File: src/rtl/core/hsog_pkg.sv
// ----------------------------------------------------------------------------
// hsog_pkg: shared types and constants of the Hilbert scan offset generator
// Holds field widths, configuration register indexes, controller states and
// the two-state child table of the curve walk.
// ----------------------------------------------------------------------------
package hsog_pkg;

  localparam int CFG_W = 11;  // configuration data width
  localparam int OFS_W = 20;  // cell_offset width
  localparam int COL_W = 10;  // cell_col width
  localparam int ROW_W = 10;  // cell_row width

  typedef enum logic [0:0] {
    REG_ARRAY_WIDTH  = 1'b0,
    REG_ARRAY_HEIGHT = 1'b1
  } cfg_reg_t;

  typedef enum logic [2:0] {
    ST_IDLE,
    ST_LOAD,
    ST_WALK,
    ST_CHECK,
    ST_EMIT
  } state_t;

  typedef struct packed {
    logic [1:0] child;    // quadrant before corner rotation
    logic [1:0] ncorner;  // entry corner of the child, before rotation
    logic       nflip;    // flip bit of the child
  } child_t;

  // Child table indexed by flip bit and base-4 digit.
  function automatic child_t child_lookup(input logic flip, input logic [1:0] digit);
    child_t res;
    res = '{child: 2'd0, ncorner: 2'd0, nflip: 1'b0};
    case ({flip, digit})
      3'b0_00: res = '{child: 2'd0, ncorner: 2'd0, nflip: 1'b1};
      3'b0_01: res = '{child: 2'd2, ncorner: 2'd0, nflip: 1'b0};
      3'b0_10: res = '{child: 2'd3, ncorner: 2'd0, nflip: 1'b0};
      3'b0_11: res = '{child: 2'd1, ncorner: 2'd3, nflip: 1'b1};
      3'b1_00: res = '{child: 2'd0, ncorner: 2'd0, nflip: 1'b0};
      3'b1_01: res = '{child: 2'd1, ncorner: 2'd0, nflip: 1'b1};
      3'b1_10: res = '{child: 2'd3, ncorner: 2'd0, nflip: 1'b1};
      3'b1_11: res = '{child: 2'd2, ncorner: 2'd3, nflip: 1'b0};
      default: res = '{child: 2'd0, ncorner: 2'd0, nflip: 1'b0};
    endcase
    return res;
  endfunction

endpackage

File: src/rtl/core/hilbert_scan_offset_generator.sv
// ----------------------------------------------------------------------------
// hilbert_scan_offset_generator: Hilbert-order cell offset generator
// Walks the cells of an array_width x array_height array in Hilbert curve
// order and returns one row-major offset per request.
// ----------------------------------------------------------------------------
// Usage:
//   Input channel (in_valid/in_ready/in_restart): each transfer is a request
//   for the next cell; in_restart=1 rewinds the scan to the curve start first.
//   Output channel (out_valid/out_ready): one result per request with the
//   offset row*width+col, the column, the row, is_last on the final cell and
//   exhausted (all other fields zero) once no cell remains.
//   Configuration (cfg_we/cfg_index/cfg_wdata): width and height, written
//   while the block is idle; values above 2^MAX_LOG2_SIDE saturate.
// Timing:
//   Each curve position is decoded one base-4 digit per cycle, one digit per
//   curve level (log2 of the covering square side). A request runs two
//   searches: the cell to emit and the lookahead for the next one, each
//   testing candidates in curve order until one lands inside the array or
//   the search runs off the curve end.
//   One request is in flight at a time; the result sits in an output register,
//   so the next request is taken while it waits for out_ready.
// Reset: scan rewinds to position 0, width 640, height 480, no result pending.
// ----------------------------------------------------------------------------
module hilbert_scan_offset_generator #(
  parameter int MAX_LOG2_SIDE = 10
) (
  input  logic                        clk,
  input  logic                        rst_n,
  // configuration port
  input  logic                        cfg_we,
  input  logic [0:0]                  cfg_index,
  input  logic [hsog_pkg::CFG_W-1:0]  cfg_wdata,
  // request channel
  input  logic                        in_valid,
  output logic                        in_ready,
  input  logic                        in_restart,
  // result channel
  output logic                        out_valid,
  input  logic                        out_ready,
  output logic [hsog_pkg::OFS_W-1:0]  out_cell_offset,
  output logic [hsog_pkg::COL_W-1:0]  out_cell_col,
  output logic [hsog_pkg::ROW_W-1:0]  out_cell_row,
  output logic                        out_is_last,
  output logic                        out_exhausted
);

  localparam int SIDE_W = MAX_LOG2_SIDE;                 // column / row bits
  localparam int DIG_W  = 2 * MAX_LOG2_SIDE;             // digit shift register
  localparam int POS_W  = 2 * MAX_LOG2_SIDE + 1;         // holds one past the end
  localparam int DIM_W  = (MAX_LOG2_SIDE + 1 > hsog_pkg::CFG_W) ?
                          MAX_LOG2_SIDE + 1 : hsog_pkg::CFG_W;
  localparam int LVL_W  = $clog2(MAX_LOG2_SIDE + 1);
  localparam int PROD_W = SIDE_W + DIM_W + 1;
  localparam logic [DIM_W-1:0] DIM_CAP = DIM_W'(1) << MAX_LOG2_SIDE;

  // configuration
  logic [hsog_pkg::CFG_W-1:0] width_cfg_r, height_cfg_r;

  // control state
  hsog_pkg::state_t state_r, state_nxt;
  logic [POS_W-1:0] pos_r, pos_nxt;        // next candidate curve position
  logic             done_r, done_nxt;      // scan finished
  logic             out_valid_r, out_valid_nxt;

  // per-request working registers
  logic [DIM_W-1:0]  w_r, w_nxt, h_r, h_nxt;
  logic [LVL_W-1:0]  lvl_r, lvl_nxt;
  logic [POS_W-1:0]  cand_r, cand_nxt;     // candidate under test
  logic [POS_W-1:0]  p_r, p_nxt;           // position being emitted
  logic              phase_r, phase_nxt;   // 0: find cell, 1: lookahead
  logic [DIG_W-1:0]  sh_r, sh_nxt;         // digits, top digit in the MSBs
  logic [LVL_W-1:0]  cnt_r, cnt_nxt;
  logic [1:0]        corner_r, corner_nxt;
  logic              flip_r, flip_nxt;
  logic [SIDE_W-1:0] col_r, col_nxt, row_r, row_nxt;
  logic [SIDE_W-1:0] res_col_r, res_col_nxt, res_row_r, res_row_nxt;
  logic              res_last_r, res_last_nxt, res_exh_r, res_exh_nxt;

  // output register
  logic [hsog_pkg::OFS_W-1:0] out_ofs_r;
  logic [hsog_pkg::COL_W-1:0] out_col_r;
  logic [hsog_pkg::ROW_W-1:0] out_row_r;
  logic                       out_last_r, out_exh_r;

  // combinational helpers
  logic [DIM_W-1:0]   w_eff, h_eff;
  logic [LVL_W-1:0]   lvl_calc;
  logic               beyond;
  logic               in_bounds;
  logic               emit_load;
  logic [PROD_W-1:0]  ofs_full;
  hsog_pkg::child_t   tab;
  logic [1:0]         child;

  assign in_ready  = (state_r == hsog_pkg::ST_IDLE);
  assign out_valid = out_valid_r;
  assign out_cell_offset = out_ofs_r;
  assign out_cell_col    = out_col_r;
  assign out_cell_row    = out_row_r;
  assign out_is_last     = out_last_r;
  assign out_exhausted   = out_exh_r;

  // Saturate dimensions and find the smallest covering level count.
  always_comb begin
    w_eff = (DIM_W'(width_cfg_r)  > DIM_CAP) ? DIM_CAP : DIM_W'(width_cfg_r);
    h_eff = (DIM_W'(height_cfg_r) > DIM_CAP) ? DIM_CAP : DIM_W'(height_cfg_r);
    lvl_calc = LVL_W'(MAX_LOG2_SIDE);
    for (int l = MAX_LOG2_SIDE; l >= 0; l--) begin
      if (((DIM_W'(1) << l) >= w_eff) && ((DIM_W'(1) << l) >= h_eff)) begin
        lvl_calc = LVL_W'(l);
      end
    end
  end

  // Candidate past the end of the curve: any bit at or above 2*levels set.
  assign beyond    = (cand_r >> {lvl_r, 1'b0}) != '0;
  assign in_bounds = (DIM_W'(col_r) < w_r) && (DIM_W'(row_r) < h_r);
  assign tab       = hsog_pkg::child_lookup(flip_r, sh_r[DIG_W-1 -: 2]);
  assign child     = tab.child ^ corner_r;
  assign emit_load = (state_r == hsog_pkg::ST_EMIT) && (!out_valid_r || out_ready);
  assign ofs_full  = PROD_W'(res_row_r) * PROD_W'(w_r) + PROD_W'(res_col_r);

  always_comb begin
    state_nxt     = state_r;
    pos_nxt       = pos_r;
    done_nxt      = done_r;
    out_valid_nxt = out_valid_r;
    w_nxt         = w_r;
    h_nxt         = h_r;
    lvl_nxt       = lvl_r;
    cand_nxt      = cand_r;
    p_nxt         = p_r;
    phase_nxt     = phase_r;
    sh_nxt        = sh_r;
    cnt_nxt       = cnt_r;
    corner_nxt    = corner_r;
    flip_nxt      = flip_r;
    col_nxt       = col_r;
    row_nxt       = row_r;
    res_col_nxt   = res_col_r;
    res_row_nxt   = res_row_r;
    res_last_nxt  = res_last_r;
    res_exh_nxt   = res_exh_r;

    if (out_valid_r && out_ready) begin
      out_valid_nxt = 1'b0;
    end

    unique case (state_r)
      hsog_pkg::ST_IDLE: begin
        if (in_valid) begin
          // Latch dimensions and level count for the whole request.
          w_nxt        = w_eff;
          h_nxt        = h_eff;
          lvl_nxt      = lvl_calc;
          res_last_nxt = 1'b0;
          res_exh_nxt  = 1'b0;
          pos_nxt      = in_restart ? '0 : pos_r;
          done_nxt     = in_restart ? 1'b0 : done_r;
          if (done_nxt || (w_eff == '0) || (h_eff == '0)) begin
            done_nxt    = 1'b1;
            res_exh_nxt = 1'b1;
            state_nxt   = hsog_pkg::ST_EMIT;
          end else begin
            cand_nxt  = pos_nxt;
            phase_nxt = 1'b0;
            state_nxt = hsog_pkg::ST_LOAD;
          end
        end
      end

      hsog_pkg::ST_LOAD: begin
        if (beyond) begin
          if (!phase_r) begin
            // no cell left from the stored position
            done_nxt    = 1'b1;
            res_exh_nxt = 1'b1;
          end else begin
            // emitted cell was the final one
            pos_nxt      = p_r + POS_W'(1);
            done_nxt     = 1'b1;
            res_last_nxt = 1'b1;
          end
          state_nxt = hsog_pkg::ST_EMIT;
        end else begin
          // Align the top digit of this curve size with the MSBs.
          sh_nxt     = cand_r[DIG_W-1:0] << {(LVL_W'(MAX_LOG2_SIDE) - lvl_r), 1'b0};
          cnt_nxt    = lvl_r;
          corner_nxt = 2'd0;
          flip_nxt   = 1'b0;
          col_nxt    = '0;
          row_nxt    = '0;
          state_nxt  = (lvl_r == '0) ? hsog_pkg::ST_CHECK : hsog_pkg::ST_WALK;
        end
      end

      hsog_pkg::ST_WALK: begin
        // One level per cycle: shift in one column bit and one row bit.
        corner_nxt = tab.ncorner ^ corner_r;
        flip_nxt   = tab.nflip;
        col_nxt    = (col_r << 1) | SIDE_W'(child[0]);
        row_nxt    = (row_r << 1) | SIDE_W'(child[1]);
        sh_nxt     = sh_r << 2;
        cnt_nxt    = cnt_r - LVL_W'(1);
        if (cnt_r == LVL_W'(1)) begin
          state_nxt = hsog_pkg::ST_CHECK;
        end
      end

      hsog_pkg::ST_CHECK: begin
        if (in_bounds && !phase_r) begin
          // found the cell to emit; start the lookahead after it
          p_nxt       = cand_r;
          res_col_nxt = col_r;
          res_row_nxt = row_r;
          cand_nxt    = cand_r + POS_W'(1);
          phase_nxt   = 1'b1;
          state_nxt   = hsog_pkg::ST_LOAD;
        end else if (in_bounds) begin
          pos_nxt   = cand_r;
          state_nxt = hsog_pkg::ST_EMIT;
        end else begin
          cand_nxt  = cand_r + POS_W'(1);
          state_nxt = hsog_pkg::ST_LOAD;
        end
      end

      hsog_pkg::ST_EMIT: begin
        // Hold until the output register is free.
        if (emit_load) begin
          out_valid_nxt = 1'b1;
          state_nxt     = hsog_pkg::ST_IDLE;
        end
      end

      default: state_nxt = hsog_pkg::ST_IDLE;
    endcase
  end

  // Control state and configuration
  always_ff @(posedge clk) begin
    if (!rst_n) begin
      state_r      <= hsog_pkg::ST_IDLE;
      pos_r        <= '0;
      done_r       <= 1'b0;
      out_valid_r  <= 1'b0;
      width_cfg_r  <= hsog_pkg::CFG_W'(640);
      height_cfg_r <= hsog_pkg::CFG_W'(480);
    end else begin
      state_r     <= state_nxt;
      pos_r       <= pos_nxt;
      done_r      <= done_nxt;
      out_valid_r <= out_valid_nxt;
      if (cfg_we) begin
        unique case (hsog_pkg::cfg_reg_t'(cfg_index))
          hsog_pkg::REG_ARRAY_WIDTH:  width_cfg_r  <= cfg_wdata;
          hsog_pkg::REG_ARRAY_HEIGHT: height_cfg_r <= cfg_wdata;
          default: ;
        endcase
      end
    end
  end

  // Datapath registers
  always_ff @(posedge clk) begin
    w_r        <= w_nxt;
    h_r        <= h_nxt;
    lvl_r      <= lvl_nxt;
    cand_r     <= cand_nxt;
    p_r        <= p_nxt;
    phase_r    <= phase_nxt;
    sh_r       <= sh_nxt;
    cnt_r      <= cnt_nxt;
    corner_r   <= corner_nxt;
    flip_r     <= flip_nxt;
    col_r      <= col_nxt;
    row_r      <= row_nxt;
    res_col_r  <= res_col_nxt;
    res_row_r  <= res_row_nxt;
    res_last_r <= res_last_nxt;
    res_exh_r  <= res_exh_nxt;
    if (emit_load) begin
      out_ofs_r  <= res_exh_r ? '0 : hsog_pkg::OFS_W'(ofs_full);
      out_col_r  <= res_exh_r ? '0 : hsog_pkg::COL_W'(res_col_r);
      out_row_r  <= res_exh_r ? '0 : hsog_pkg::ROW_W'(res_row_r);
      out_last_r <= res_exh_r ? 1'b0 : res_last_r;
      out_exh_r  <= res_exh_r;
    end
  end

endmodule

File: config.mk
export PLATFORM = sky130hd
export DESIGN_NAME = hilbert_scan_offset_generator
export DESIGN_NICKNAME = d
export VERILOG_FILES = /design/src/rtl/core/hsog_pkg.sv /design/src/rtl/core/hilbert_scan_offset_generator.sv
export SDC_FILE = /design/constraint.sdc
export NUM_CORES = 1
export LEC_CHECK = 0
export ABC_AREA = 0
export BUFFER_PORTS_ARGS = -buffer_cell sky130_fd_sc_hd__buf_2
export CORE_AREA = 2 2 187 189
export DETAILED_ROUTE_END_ITERATION = 10
export DIE_AREA = 0 0 189 191
export SYNTH_ARGS = -nofsm -noshare
export SYNTH_HDL_FRONTEND = slang
export SYNTH_SLANG_ARGS = --single-unit
File: constraint.sdc
create_clock -name clk -period 6.3 [get_ports clk]
set_input_delay 0.63 -clock clk [delete_from_list [all_inputs] [get_ports clk]]
set_output_delay 0.63 -clock clk [all_outputs]
set_load 0.02 [all_outputs]
==> PnR_summary.wiki <==
{| class="wikitable"
! Metric !! Value
|-
| Result of the run || complete, no violations
|-
| Setup slack of the most critical reg-to-reg path || 0.66 ns
|-
| Fin. Hold Viols || 0
|-
| Layout-stage area growth over the synthesis result || 10.31%
|-
| Post-detailed-routing wire length || 33900 um
|-
| Final setup violating endpoints || 0
|-
| Top cell type's share of synthesized area || 0.3552
|-
| Number of enable flip-flop cells after synthesis || 180
|-
| Yosys warning total || 0
|-
| Power per unit of standard cell area || 558.1 nW/um^2
|-
| Resized cells post-CTS || 0
|-
| Total routing resource utilization after global routing || 0.1901
|-
| Post-synthesis net count || 1687
|-
| Number of I/O port buffers || 61
|-
| Internal power of the cells || 5.391 mW
|-
| Worst Hold Class || primary input to register
|-
| Root Buffer Master || clkbuf_16
|-
| Diode insertion count for antenna repair || 0
|-
| Highest achievable clock rate || 177.2 MHz
|-
| DR WL/cell || 16.95 um
|-
| Clock tree from TritonCTS || built
|-
| Fill cell count || 3177
|-
| Grt ovf || 0
|-
| Worst IR Drop VDD || 0.4186 mV
|-
| Clock slew seen by the registers of the worst setup and hold paths || 0.06 ns
|-
| Layout Utilization || 0.4920
|-
| Sequential area share after synthesis || 0.4236
|-
| Detailed route wirelength on metal3 || 1492 um
|-
| Hold-fix buffer count after cts || 0
|-
| NumNets Final || 1704
|-
| Register bit total from synthesis || 232
|-
| Max-cap violations || 0
|-
| Die Span Y || 191 um
|-
| Final RePlAce weighted congestion || 0.8639
|-
| Number of buffers inserted to repair setup after CTS || 0
|-
| Final non-filler cell area || 16780 um^2
|-
| Clock period minus worst slack || 5.645 ns
|-
| Antenna violations before repair || 0
|-
| Cell taking the most area after synthesis || edfxtp_1
|-
| First-pass GRT wire length || 55230 um
|-
| Placed instance count || 1952
|-
| CP max FO || 11
|-
| Total vias in the final route || 10556
|-
| Non-filler instance count after layout || 2000
|-
| Initial core utilization || 0.4460
|-
| Clock H-tree levels || 1
|-
| Setup repair after global routing missed its margin || false
|-
| Sequential share of power || 0.280
|-
| Max Root-Sink Buffers || 3
|-
| Leakage Power || 6.823 nW
|-
| Most common cell after layout, fill and taps aside || nand2_1
|-
| Hold_sp || cfg_wdata[5]
|-
| Kind of start point of the critical path || register
|-
| WL met1 || 16670 um
|-
| R2r startpoint || w_r[5]$_DFFE_PP_
|-
| Largest net degree at the start of global routing || 45
|-
| Worst max-slew margin expressed relative to the limit || 0.2356
|-
| Top_reg_cell synth || edfxtp_1
|-
| Final worst-path setup slack || 0.6553 ns
|-
| Count of pins on the block boundary || 62
|-
| Area inside the core boundary || 34120 um^2
|-
| Share of total power in the clock network || 0.178
|-
| Placed Area || 15840 um^2
|-
| Leading cell types in the layout, fill and taps excluded || 194 x nand2_1, 180 x edfxtp_1, 162 x inv_1
|-
| Horizontal extent of the die || 189 um
|-
| Netlist area before placement || 15220 um^2
|-
| Uppermost layer routed || met4
|-
| Cell depth of the worst hold path || 3
|-
| Switching power || 3.976 mW
|-
| Setup tns final || 0 ns
|-
| Sort of element at the end of the critical path || register
|-
| Critical Path RT || 6.57 ns
|-
| Mapped Avg Cell Area || 10.09 um^2
|-
| Sink Count || 232
|-
| Layout cells sized above 1 || 0.1074
|-
| First DRT Iteration DRCs || 635
|-
| Pins Over Slew Limit || 0
|-
| Final total power || 9.367 mW
|-
| Fraction of registers with async set or reset after synthesis || 0
|-
| Final clock skew || 0.03647 ns
|-
| Floorplan die area || 36100 um^2
|-
| Arrival time of data at the critical path endpoint || 5.92 ns
|-
| Switching part of the total power || 0.4244
|-
| Worst flop-to-flop path endpoint || out_cell_offset[17]$_SDFFCE_PP0P_
|-
| Drt pass-1 iters || 5
|-
| Row count || 68
|-
| Number of DRC violations after detailed routing || 0
|-
| Type of the setup path with the least slack || register to register
|-
| Leading cell types by total area after synthesis || edfxtp_1 36%, fa_1 10%, dfxtp_1 6.8%
|-
| Hold-critical path endpoint || height_cfg_r[5]$_SDFFE_PN1P_
|-
| Part of the power in combinational logic || 0.543
|-
| Share of the clock period used by the worst path || 0.8960
|-
| Number of distinct library cells after synthesis || 70
|-
| Post-detailed-placement half-perimeter wirelength || 24350 um
|-
| Met2 routed WL || 15010 um
|-
| Smallest hold slack || 0.2902 ns
|-
| CTS Buf Count || 26
|-
| Count of antenna-violating nets left after detailed routing || 0
|-
| Transition time of the tightest slew-check pin || 1.144 ns
|-
| Via/cell ratio || 5.278
|-
| Number of global-route vias before repair || 10393
|-
| Clock latency of the later-clocked register in the worst-skew pair || 0.57 ns
|-
| Worst reg2reg path depth || 19
|-
| Post-Synthesis Cells || 1508
|-
| Place WS || 0.6968 ns
|}
-- power by group through the flow --
| stage | Combinational (mW) | Sequential (mW) | Clock (mW) |
|---|---|---|---|
| after floorplan | 4.12 | 2.48 | 0 |
| after global placement | 5.00 | 2.63 | 0 |
| after detailed placement | 5.08 | 2.65 | 0 |
| after CTS | 5.12 | 2.62 | 1.69 |
| after global routing | 5.81 | 2.67 | 1.75 |
| final | 5.08 | 2.62 | 1.66 |
-- Yosys cell counts (5+ instances only) --
cell type,n
ha_1,82
nand3_1,49
nand2_1,194
nor4_1,6
a31oi_1,10
or3_1,5
nor2b_1,54
nand2b_1,11
o32ai_2,21
nand4_1,8
a22oi_1,16
edfxtp_1,180
buf_1,5
dfxtp_1,52
xnor2_1,32
a21oi_1,72
mux2i_1,15
fa_1,79
inv_1,162
a211oi_1,11
and3_1,28
nor3b_1,5
a21o_1,5
mux2_2,9
and2_1,60
clkbuf_1,68
o21ai_0,63
xor2_1,32
nor2_1,73
o21a_1,8
nor3_1,24
buf_2,7
-- worst max-delay path by stage --
| stage | from | endpoint | slack [ns] | depth (start not counted) |
|---|---|---|---|---|
| 6_report | w_r[5]$_DFFE_PP_ | out_cell_offset[17]$_SDFFCE_PP0P_ | 0.66 | 19 |
| 3_3_place_gp | res_row_r[3]$_DFFE_PP_ | out_cell_offset[17]$_SDFFCE_PP0P_ | 0.84 | 19 |
| 3_5_place_dp | w_r[5]$_DFFE_PP_ | out_cell_offset[17]$_SDFFCE_PP0P_ | 0.70 | 19 |
| 2_1_floorplan | res_row_r[3]$_DFFE_PP_ | out_cell_offset[18]$_SDFFCE_PP0P_ | 1.09 | 19 |
| 4_1_cts | w_r[5]$_DFFE_PP_ | out_cell_offset[17]$_SDFFCE_PP0P_ | 0.64 | 19 |
| 5_1_grt | res_row_r[2]$_DFFE_PP_ | out_cell_offset[15]$_SDFFCE_PP0P_ | 0.36 | 19 |
-- metal layers --
metal,vias up,GRT usage
li1,5181,-
met1,5094,0.2803
met2,238,0.3005
met3,43,0.01891
met4,0,0.04808
met5,-,0
-- sequential cells by signal (all words and copies together) (netlist names), 11 cells and up --
register / flops
cand_r: 21
width_cfg_r: 11
h_r: 11
pos_r: 21
sh_r: 20
p_r: 21
height_cfg_r: 11
w_r: 11
out_cell_offset: 20
-- worst max-delay path, cell delays in order (launching register included) --
cell      delay [ns]
edfxtp_1        0.58
nand2_1         0.14
fa_1            0.55
inv_1           0.05
fa_1            0.49
inv_1           0.05
fa_1            0.48
inv_1           0.05
fa_1            0.52
inv_1           0.05
fa_1            0.53
inv_1           0.04
ha_1            0.36
nand3_1         0.15
nor4b_1         0.06
nor4_1          0.55
a31oi_1         0.24
o211ai_1        0.24
xnor2_1         0.08
nor2b_1         0.12
-- logic make-up after synthesis --
family	after synthesis	share of synthesized area
AOI/OAI and AO/OA	246	0.1159
xor gates and xnor gates	65	0.03791
adders and majority gates	161	0.1714
buffers and inverters	250	0.06447
DFF	232	0.4236
muxes	24	0.01653
and+or+nand+nor	530	0.1702
-- layout make-up --
cell class | count | area, um^2 | area share
sequential | 232 | 6446 | 0.3840
tap | 455 | 569.3 | 0.03392
clock buffer | 29 | 661.9 | 0.03943
multi-input combinational | 1026 | 7804 | 0.4649
inverter | 165 | 619.3 | 0.03690
clock inverter | 19 | 281.5 | 0.01677
timing repair buffer | 74 | 402.9 | 0.02400
(Power assumes the default switching activity.)
